File: src/rtl/cfl_pkg.sv
`timescale 1ns / 1ps
package cfl_pkg;

    localparam int POSITION_BITS_DEF = 16;
    localparam int FIFO_DEPTH        = 4;
    localparam int FIELD_POS_BITS    = 16;

    typedef enum logic [4:0] {
        MODE_IDLE    = 5'b00001,
        MODE_NUMBER  = 5'b00010,
        MODE_WORD    = 5'b00100,
        MODE_STRING  = 5'b01000,
        MODE_COMMENT = 5'b10000
    } t_mode;

    localparam logic [1:0] EV_BYTE     = 2'd0;
    localparam logic [1:0] EV_COMPLETE = 2'd1;
    localparam logic [1:0] EV_ERROR    = 2'd2;

    localparam logic [2:0] K_LBRACE = 3'd0;
    localparam logic [2:0] K_RBRACE = 3'd1;
    localparam logic [2:0] K_SEMI   = 3'd2;
    localparam logic [2:0] K_COMMA  = 3'd3;
    localparam logic [2:0] K_STRING = 3'd4;
    localparam logic [2:0] K_NUMBER = 3'd5;
    localparam logic [2:0] K_WORD   = 3'd6;
    localparam logic [2:0] K_END    = 3'd7;

    localparam logic [7:0] CH_LBRACE = 8'h7B;
    localparam logic [7:0] CH_RBRACE = 8'h7D;
    localparam logic [7:0] CH_SEMI   = 8'h3B;
    localparam logic [7:0] CH_COMMA  = 8'h2C;
    localparam logic [7:0] CH_HASH   = 8'h23;
    localparam logic [7:0] CH_LF     = 8'h0A;
    localparam logic [7:0] CH_DQUOTE = 8'h22;
    localparam logic [7:0] CH_SQUOTE = 8'h27;
    localparam logic [7:0] CH_SPACE  = 8'h20;
    localparam logic [7:0] CH_TAB    = 8'h09;
    localparam logic [7:0] CH_VT     = 8'h0B;
    localparam logic [7:0] CH_FF     = 8'h0C;
    localparam logic [7:0] CH_CR     = 8'h0D;
    localparam logic [7:0] CH_ZERO   = 8'h30;
    localparam logic [7:0] CH_NINE   = 8'h39;

    typedef struct packed {
        logic [7:0] char_byte;
        logic       end_of_input;
    } t_in_req;

    typedef struct packed {
        logic [1:0]  event_res;
        logic [2:0]  kind;
        logic [7:0]  value_byte;
        logic [15:0] token_line;
        logic [15:0] token_column;
        logic        last;
    } t_out_req;

    typedef struct packed {
        logic [1:0] cnt;
        t_out_req   d0;
        t_out_req   d1;
    } t_push;

    function automatic logic is_space(input logic [7:0] c);
        return c == CH_SPACE || c == CH_TAB || c == CH_LF || c == CH_VT ||
               c == CH_FF || c == CH_CR;
    endfunction

    function automatic logic is_digit(input logic [7:0] c);
        return c >= CH_ZERO && c <= CH_NINE;
    endfunction

    function automatic logic is_single(input logic [7:0] c);
        return c == CH_LBRACE || c == CH_RBRACE || c == CH_SEMI || c == CH_COMMA;
    endfunction

    function automatic logic is_word_byte(input logic [7:0] c);
        return !(is_space(c) || is_single(c) || c == CH_HASH);
    endfunction

    function automatic logic [2:0] single_kind(input logic [7:0] c);
        logic [2:0] k;
        case (c)
            CH_LBRACE: k = K_LBRACE;
            CH_RBRACE: k = K_RBRACE;
            CH_SEMI:   k = K_SEMI;
            default:   k = K_COMMA;
        endcase
        return k;
    endfunction

endpackage

File: src/rtl/cfl_core.sv
`timescale 1ns / 1ps
module cfl_core #(
    parameter int POSITION_BITS = cfl_pkg::POSITION_BITS_DEF
) (
    input  logic             i_clk,
    input  logic             i_rst_n,
    input  logic             i_in_valid,
    output logic             o_in_ready,
    input  cfl_pkg::t_in_req i_in_req,
    input  logic             i_room,
    output cfl_pkg::t_push   o_push
);

    localparam int PB = POSITION_BITS;

    logic             r_vld;
    cfl_pkg::t_in_req r_in;
    cfl_pkg::t_mode   r_mode, n_mode;
    logic             r_q, n_q;
    logic             r_halt, n_halt;
    logic [PB-1:0]    r_line, n_line, r_col, n_col, r_sl, n_sl, r_sc, n_sc;

    cfl_pkg::t_mode    i_mode;
    logic              i_q, i_has;
    logic [PB-1:0]     i_line, i_col, i_sl, i_sc;
    cfl_pkg::t_out_req i_res, res0, res1;
    logic [1:0]        cnt;
    logic [7:0]        c;
    logic              fire;

    function automatic logic [PB-1:0] sat_inc(input logic [PB-1:0] v);
        return (&v) ? v : v + 1'b1;
    endfunction

    function automatic cfl_pkg::t_out_req mk(input logic [1:0] ev, input logic [2:0] k,
                                             input logic [7:0] val,
                                             input logic [PB-1:0] ln,
                                             input logic [PB-1:0] cl);
        cfl_pkg::t_out_req r;
        r.event_res    = ev;
        r.kind         = k;
        r.value_byte   = val;
        r.token_line   = 16'(ln);
        r.token_column = 16'(cl);
        r.last         = 1'b0;
        return r;
    endfunction

    assign c          = r_in.char_byte;
    assign fire       = r_vld && i_room;
    assign o_in_ready = !r_vld || fire;

    // byte handling from idle
    always_comb begin
        i_mode = cfl_pkg::MODE_IDLE;
        i_q    = r_q;
        i_line = r_line;
        i_col  = r_col;
        i_sl   = r_sl;
        i_sc   = r_sc;
        i_has  = 1'b0;
        i_res  = '0;
        if (cfl_pkg::is_space(c)) begin
            if (c == cfl_pkg::CH_LF) begin
                i_line = sat_inc(r_line);
                i_col  = PB'(1);
            end else begin
                i_col = sat_inc(r_col);
            end
        end else if (c == cfl_pkg::CH_HASH) begin
            i_mode = cfl_pkg::MODE_COMMENT;
        end else if (cfl_pkg::is_single(c)) begin
            i_has = 1'b1;
            i_res = mk(cfl_pkg::EV_COMPLETE, cfl_pkg::single_kind(c), c, r_line, r_col);
            i_col = sat_inc(r_col);
        end else begin
            i_sl = r_line;
            i_sc = r_col;
            if (c == cfl_pkg::CH_DQUOTE || c == cfl_pkg::CH_SQUOTE) begin
                i_mode = cfl_pkg::MODE_STRING;
                i_q    = (c == cfl_pkg::CH_SQUOTE);
            end else begin
                i_mode = cfl_pkg::is_digit(c) ? cfl_pkg::MODE_NUMBER : cfl_pkg::MODE_WORD;
                i_has  = 1'b1;
                i_res  = mk(cfl_pkg::EV_BYTE,
                            cfl_pkg::is_digit(c) ? cfl_pkg::K_NUMBER : cfl_pkg::K_WORD,
                            c, r_line, r_col);
                i_col  = sat_inc(r_col);
            end
        end
    end

    always_comb begin
        logic [2:0] k;
        logic       cont;
        n_mode = r_mode;
        n_q    = r_q;
        n_halt = r_halt;
        n_line = r_line;
        n_col  = r_col;
        n_sl   = r_sl;
        n_sc   = r_sc;
        res0   = '0;
        res1   = '0;
        cnt    = 2'd0;
        k      = (r_mode == cfl_pkg::MODE_NUMBER) ? cfl_pkg::K_NUMBER : cfl_pkg::K_WORD;
        cont   = (r_mode == cfl_pkg::MODE_NUMBER) ? cfl_pkg::is_digit(c)
                                                  : cfl_pkg::is_word_byte(c);
        if (r_halt) begin
            cnt = 2'd0;
        end else if (r_in.end_of_input) begin
            n_mode = cfl_pkg::MODE_IDLE;
            n_halt = 1'b1;
            if (r_mode == cfl_pkg::MODE_STRING) begin
                res0 = mk(cfl_pkg::EV_ERROR, cfl_pkg::K_STRING, 8'h00, r_sl, r_sc);
                cnt  = 2'd1;
            end else if (r_mode == cfl_pkg::MODE_NUMBER || r_mode == cfl_pkg::MODE_WORD) begin
                res0 = mk(cfl_pkg::EV_COMPLETE, k, 8'h00, r_sl, r_sc);
                res1 = mk(cfl_pkg::EV_COMPLETE, cfl_pkg::K_END, 8'h00, r_line, r_col);
                cnt  = 2'd2;
            end else begin
                res0 = mk(cfl_pkg::EV_COMPLETE, cfl_pkg::K_END, 8'h00, r_line, r_col);
                cnt  = 2'd1;
            end
        end else begin
            case (r_mode)
                cfl_pkg::MODE_COMMENT: begin
                    if (c == cfl_pkg::CH_LF) begin
                        n_mode = i_mode;
                        n_line = i_line;
                        n_col  = i_col;
                    end
                end
                cfl_pkg::MODE_STRING: begin
                    if (c == (r_q ? cfl_pkg::CH_SQUOTE : cfl_pkg::CH_DQUOTE)) begin
                        res0   = mk(cfl_pkg::EV_COMPLETE, cfl_pkg::K_STRING, 8'h00, r_sl, r_sc);
                        n_mode = cfl_pkg::MODE_IDLE;
                    end else begin
                        res0  = mk(cfl_pkg::EV_BYTE, cfl_pkg::K_STRING, c, r_sl, r_sc);
                        n_col = sat_inc(r_col);
                    end
                    cnt = 2'd1;
                end
                cfl_pkg::MODE_NUMBER, cfl_pkg::MODE_WORD: begin
                    if (cont) begin
                        res0  = mk(cfl_pkg::EV_BYTE, k, c, r_sl, r_sc);
                        n_col = sat_inc(r_col);
                        cnt   = 2'd1;
                    end else begin
                        res0   = mk(cfl_pkg::EV_COMPLETE, k, 8'h00, r_sl, r_sc);
                        res1   = i_res;
                        cnt    = i_has ? 2'd2 : 2'd1;
                        n_mode = i_mode;
                        n_q    = i_q;
                        n_line = i_line;
                        n_col  = i_col;
                        n_sl   = i_sl;
                        n_sc   = i_sc;
                    end
                end
                default: begin
                    res0   = i_res;
                    cnt    = i_has ? 2'd1 : 2'd0;
                    n_mode = i_mode;
                    n_q    = i_q;
                    n_line = i_line;
                    n_col  = i_col;
                    n_sl   = i_sl;
                    n_sc   = i_sc;
                end
            endcase
        end
        if (cnt == 2'd1) begin
            res0.last = 1'b1;
        end
        if (cnt == 2'd2) begin
            res1.last = 1'b1;
        end
    end

    assign o_push.cnt = fire ? cnt : 2'd0;
    assign o_push.d0  = res0;
    assign o_push.d1  = res1;

    always_ff @(posedge i_clk) begin
        if (o_in_ready && i_in_valid) begin
            r_in <= i_in_req;
        end
    end

    always_ff @(posedge i_clk) begin
        if (!i_rst_n) begin
            r_vld  <= 1'b0;
            r_mode <= cfl_pkg::MODE_IDLE;
            r_q    <= 1'b0;
            r_halt <= 1'b0;
            r_line <= PB'(1);
            r_col  <= PB'(1);
            r_sl   <= PB'(1);
            r_sc   <= PB'(1);
        end else begin
            if (o_in_ready) begin
                r_vld <= i_in_valid;
            end
            if (fire) begin
                r_mode <= n_mode;
                r_q    <= n_q;
                r_halt <= n_halt;
                r_line <= n_line;
                r_col  <= n_col;
                r_sl   <= n_sl;
                r_sc   <= n_sc;
            end
        end
    end

endmodule

File: src/rtl/cfl_fifo.sv
`timescale 1ns / 1ps
module cfl_fifo (
    input  logic              i_clk,
    input  logic              i_rst_n,
    input  cfl_pkg::t_push    i_push,
    output logic              o_room,
    output logic              o_valid,
    input  logic              i_ready,
    output cfl_pkg::t_out_req o_data
);

    localparam int DEPTH = cfl_pkg::FIFO_DEPTH;
    localparam int AW    = $clog2(DEPTH);

    cfl_pkg::t_out_req r_mem [DEPTH];
    logic [AW-1:0]     r_wr, r_rd;
    logic [AW:0]       r_count, n_count;
    logic              pop;

    assign o_valid = (r_count != '0);
    assign o_data  = r_mem[r_rd];
    assign pop     = o_valid && i_ready;
    assign o_room  = (r_count <= (AW+1)'(DEPTH - 2));
    assign n_count = r_count + (AW+1)'(i_push.cnt) - (AW+1)'(pop);

    always_ff @(posedge i_clk) begin
        if (i_push.cnt != 2'd0) begin
            r_mem[r_wr] <= i_push.d0;
        end
        if (i_push.cnt == 2'd2) begin
            r_mem[AW'(r_wr + 1'b1)] <= i_push.d1;
        end
    end

    always_ff @(posedge i_clk) begin
        if (!i_rst_n) begin
            r_wr    <= '0;
            r_rd    <= '0;
            r_count <= '0;
        end else begin
            r_wr    <= AW'(r_wr + AW'(i_push.cnt));
            r_count <= n_count;
            if (pop) begin
                r_rd <= AW'(r_rd + 1'b1);
            end
        end
    end

endmodule

File: src/rtl/config_file_lexer.sv
`timescale 1ns / 1ps
// Streaming lexer for configuration text.
// Input channel: one request per text byte (char_byte), or an end mark
// (end_of_input) that flushes a pending token and produces the end token,
// or the error for an open string. Output channel: zero, one or two result
// requests per input request: value bytes, token completions with start
// line/column, or an unterminated-string error. The final result of each input carries last.
// Path from accepting an input to the earliest accept of its first result:
// input register, then result queue.
// Throughput: one input per cycle while the result queue has room; an input
// that yields two results writes both at once into the 4-entry result
// queue. The queue accepts a new input only with two free entries.
// Reset (synchronous, active low) empties the input register and result
// queue, sets line and column to 1 and clears the halt flag.
// After the end token or the error, inputs are taken and dropped.
// When the receiver stalls, results wait in the queue, the input register
// fills, then o_in_ready falls until space frees.
module config_file_lexer #(
    parameter int POSITION_BITS = cfl_pkg::POSITION_BITS_DEF
) (
    input  logic              i_clk,
    input  logic              i_rst_n,
    input  logic              i_in_valid,
    output logic              o_in_ready,
    input  cfl_pkg::t_in_req  i_in_req,
    output logic              o_out_valid,
    input  logic              i_out_ready,
    output cfl_pkg::t_out_req o_out_req
);

    cfl_pkg::t_push push;
    logic           room;

    cfl_core #(
        .POSITION_BITS(POSITION_BITS)
    ) u_core (
        .i_clk      (i_clk),
        .i_rst_n    (i_rst_n),
        .i_in_valid (i_in_valid),
        .o_in_ready (o_in_ready),
        .i_in_req   (i_in_req),
        .i_room     (room),
        .o_push     (push)
    );

    cfl_fifo u_fifo (
        .i_clk   (i_clk),
        .i_rst_n (i_rst_n),
        .i_push  (push),
        .o_room  (room),
        .o_valid (o_out_valid),
        .i_ready (i_out_ready),
        .o_data  (o_out_req)
    );

endmodule

File: config.mk
export PLATFORM = sky130hd
export DESIGN_NAME = config_file_lexer
export DESIGN_NICKNAME = d
export VERILOG_FILES = /design/src/rtl/cfl_pkg.sv /design/src/rtl/cfl_core.sv /design/src/rtl/cfl_fifo.sv /design/src/rtl/config_file_lexer.sv
export SDC_FILE = /design/constraint.sdc
export NUM_CORES = 1
export LEC_CHECK = 0
export BUFFER_PORTS_ARGS = -buffer_cell sky130_fd_sc_hd__buf_2
export CAP_MARGIN = 40
export CELL_PAD_IN_SITES_DETAIL_PLACEMENT = 1
export CELL_PAD_IN_SITES_GLOBAL_PLACEMENT = 1
export CORE_AREA = 2 2 191 193
export DETAILED_ROUTE_END_ITERATION = 10
export DIE_AREA = 0 0 193 195
export PLACE_DENSITY_LB_ADDON = 0.1
export SYNTH_ARGS = -nofsm -noshare
export SYNTH_HDL_FRONTEND = slang
export SYNTH_SLANG_ARGS = --single-unit
export TNS_END_PERCENT = 20
File: constraint.sdc
create_clock -name i_clk -period 4 [get_ports i_clk]
set_input_delay 0 -clock i_clk [delete_from_list [all_inputs] [get_ports i_clk]]
set_output_delay 0 -clock i_clk [all_outputs]
set_load 0.01 [all_outputs]
==> results by group <==
Timing
  – FMAX: 292 MHz
  – Fin crit period: 3.42 ns
  – # setup viols final: 0
  – Crit share post-route: 85.5%
  – RSZ-0062 raised after global routing: false
  – Slew @ Worst Pin: 0.831 ns
  – Setup slack after layout: 0.580 ns
  – Pins Over Slew Limit: 0
  – Fin Setup TNS: 0 ns
  – Slew margin rel.: a little over two fifths
  – Clock skew: 0.0276 ns
  – Final Hold Fails: 0

Logic synthesis
  – Share of the synthesized area in the top cell type: 40.2%
  – Synth Register Bits: approximately 270
  – Sequential share of the synthesized area: 52.3%
  – Syn_area_per_cell: between 10 and 15 um2
  – Post-synth top flop: edfxtp_1
  – Yosys warning count: 0
  – Yosys top cell by area: edfxtp_1
  – Top cells by area, synth: edfxtp_1 (40%), dfxtp_1 (12%), a22o_1 (7.9%)
  – Mapped cell area: around 0.014 mm2
  – Mapped Nets: 1198
  – Synth cell types: between 80 and 90
  – Asr flop ratio synth: 0%
  – Post-synth EDFFs: 189
  – Syn Inst Count: about 1200

GRT
  – Initial antenna violation count: 0
  – Global-route wire length before repair: 62000 um
  – Total grt overflow: 0
  – Largest net degree at the start of global routing: a little under 90
  – GRT Total Usage: 21.4%
  – Vias in the first global route: 10400

Floorplanning
  – Rows: 69
  – Initial Util: between 30 and 40%
  – Die X: 193 um
  – IO Pins: 61
  – Core area: 0.0354 mm2
  – Die ar.: 0.0376 mm2
  – Die height: between 150 and 200 um

Layout
  – Layout area overhead: 13.8%
  – Final core occ: around 45%
  – Fraction of layout cells with a size suffix above 1: between 15 and 20%
  – Fill count: 3721
  – Ant. Diodes: 0
  – Nets: 1225
  – Area of the multi-input gates: 0.00619 mm2
  – Reg area: around 0.0074 mm2

CTS
  – CTS buffer count: 30
  – Post-cts resize count: 0
  – Clk slew on worst S/H paths: 0.06 ns
  – H-tree Lvls: 1
  – Clk Latency, worst-skew pair: about 0.6 ns
  – Clock buffer depth: 3
  – Number of clock sinks: 274
  – CTS tree: done
  – Post-CTS setup buffer count: 0
  – Hold bufs inserted after CTS: 11
  – Root Driver: clkbuf_16

Detailed routing
  – Initial DRC count: 536
  – Total number of vias: 9989
  – Pre-Repair DR Iteration Count: 4
  – WL/cell: 23.8 um
  – WL final: 40200 um
  – DRC violations left: 0
  – Antenna viol nets, final: 0
  – Via/cell ratio: 5.91

Placed design
  – Post-Place Worst Slack: 0.575 ns
  – Final HPWL DP: roughly 26000 um
  – Final RePlAce weighted congestion: 0.867
  – Buffers on Ports: 60

Critical path
  – Slowest cell on crit path: edfxtp_1
  – CP max FO: 24
  – Largest incremental delay on the critical path: 0.57 ns
  – CP arrival: ~4 ns
  – CP delay by family, top: compound AO/OA/AOI/OAI gates
  – CP Buf/Inv Count: 1
  – Crit Path Class: flop to flop
  – Required time of the worst setup path: 4.48 ns
  – Critical path launch point type: flop
  – Critical Path, Cell by Cell: nor4bb_1 -> nand4b_1 -> o21a_1 -> o21ai_4 -> o21a_4 -> ha_1 -> inv_1 -> fa_1 -> xor2_1 -> xnor2_1 -> and2_1
  – Worst Setup End Kind: flop

Pwr
  – Sw Share: 27.6%
  – PwrDens: 473 mW/mm2
  – Peak VDD IR: 370 uV
  – Clock share of power: 37.5%
  – Comb pwr share: around a fifth
  – P_leak: 5.68 nW
  – Cell Int Power: 0.00550 W
  – Psw: 0.00209 W
  – Flop pwr share: a little over two fifths

Outcome
  – Status: finished, final reports clean

Min path
  – Worst Hold Class: input port to flop

Run
  – Max-Cap Viols: 0
-- final timing paths --
path	startpoint	cells after the start	slack, ns	endpoint
worst max-delay path	u_core.c[5]	11	0.58	u_fifo.r_count[2]
worst min-delay path	i_out_ready	4	0.05	u_fifo.r_rd[0]
worst max register to register	u_core.c[5]	11	0.58	u_fifo.r_count[2]
worst min register to register	u_fifo.r_mem[0][45]	2	0.47	u_fifo.r_mem[0][45]
-- cells in the mapped netlist (5+ instances only) --
cell / instances
a22o_1: 128
o211ai_1: 17
buf_1: 5
and2_1: 30
and3_1: 14
a22oi_1: 33
ha_1: 6
nand2_1: 63
nand2b_1: 7
o22ai_1: 30
nand3b_1: 5
clkbuf_1: 81
nor3_1: 14
buf_2: 20
or2_2: 5
buf_6: 8
dfxtp_1: 85
a21boi_1: 9
nand3_1: 22
mux2i_1: 40
mux4_2: 46
a21boi_0: 13
edfxtp_1: 189
o21ai_0: 18
a21oi_1: 24
nor2_1: 64
inv_1: 17
xnor2_1: 16
nand4_1: 17
nor2b_1: 42
xor2_1: 6
-- worst register-to-register path: cells and delay by family (launching register included) --
| kind | cells | cell delay, ns |
|---|---|---|
| compound gates | 3 | 0.98 |
| simple gates | 3 | 0.80 |
| fa+ha+maj | 2 | 0.65 |
| flops | 1 | 0.57 |
| xor+xnor | 2 | 0.28 |
| buf+inv | 1 | 0.05 |
-- state kept, by name (all words and copies together), names as in the netlist, named ones only --
register	count
u_fifo.r_wr	2
u_core.r_col	16
u_fifo.r_mem	184
u_core.r_sl	16
u_fifo.r_count	3
u_core.r_q	1
u_core.r_halt	1
u_core.r_in	1
u_core.r_sc	16
u_fifo.r_rd	2
u_core.c	8
u_core.r_vld	1
u_core.r_mode	5
u_core.r_line	16
-- layout make-up --
type	instances	area share [%]
flip-flops and latches	274	46.0
multi-input cells	770	38.5
repair buffers	111	5.14
clock buffers	38	4.99
well taps	461	3.59
clock inverters	18	1.35
inverters	18	0.421
-- kinds of logic after synthesis --
family          after synthesis  share of synthesized area, %
fa+ha+maj                     7                         0.674
xor+xnor                     22                          1.37
simple gates                315                          12.0
mux                          88                          10.3
flops                       274                          52.3
buf+inv                     134                          4.22
compound gates              338                          19.1
-- power by group through the flow --
stage | Sequential, W | Combinational, W | Clock [W]
final | 0.00332 | 0.00143 | 0.00285
after global placement | 0.00347 | 0.00131 | 0
after global routing | 0.00334 | 0.00156 | 0.00300
after CTS | 0.00332 | 0.00146 | 0.00291
after detailed placement | 0.00338 | 0.00145 | 0
after floorplan | 0.00326 | 0.00103 | 0
-- per-layer routing --
layer  up-vias  global-route usage [%]  share of wire, %
met5         -                       0                 0
met4         0                    5.53               2.4
met3        60                    2.23               2.7
met2       186                    36.2                49
met1      5111                    29.4                46
li1       4632                       -                 -
-- metrics by stage --
| stage | std cells | area [um2] | total power, W | hold slack [ns] |
|---|---|---|---|---|
| 2_1_floorplan | 1178 | 14100 | 0.00429 | 0.0989 |
| 3_3_place_gp | 1619 | 14800 | 0.00478 | 0.176 |
| 3_5_place_dp | 1623 | 14900 | 0.00483 | 0.179 |
| 4_1_cts | 1690 | 16100 | 0.00769 | 0.0197 |
| 5_1_grt | 1690 | 16100 | 0.00790 | 0.0571 |
| 6_report | 1690 | 16100 | 0.00759 | 0.0544 |
-- placed cells by master (no fill, tap or decap), drive strengths merged, types with 5 or more instances in the layout --
cell / instances
a21boi: 22
nand2: 63
a22oi: 34
xor2: 6
nand4: 17
o211ai: 21
nand3: 22
o21a: 6
inv: 18
or2: 6
and2: 31
o21ai: 26
a21oi: 27
ha: 6
a22o: 128
nor2: 67
clkbuf: 38
buf: 100
nand3b: 5
dfxtp: 85
edfxtp: 189
nor3: 16
o22ai: 30
dlygate4sd3: 11
nor2b: 42
mux4: 46
a211oi: 6
nand2b: 7
and3: 14
o31ai: 5
xnor2: 16
clkinv: 12
mux2i: 40
No activity file was read; power rests on OpenSTA's default activity.
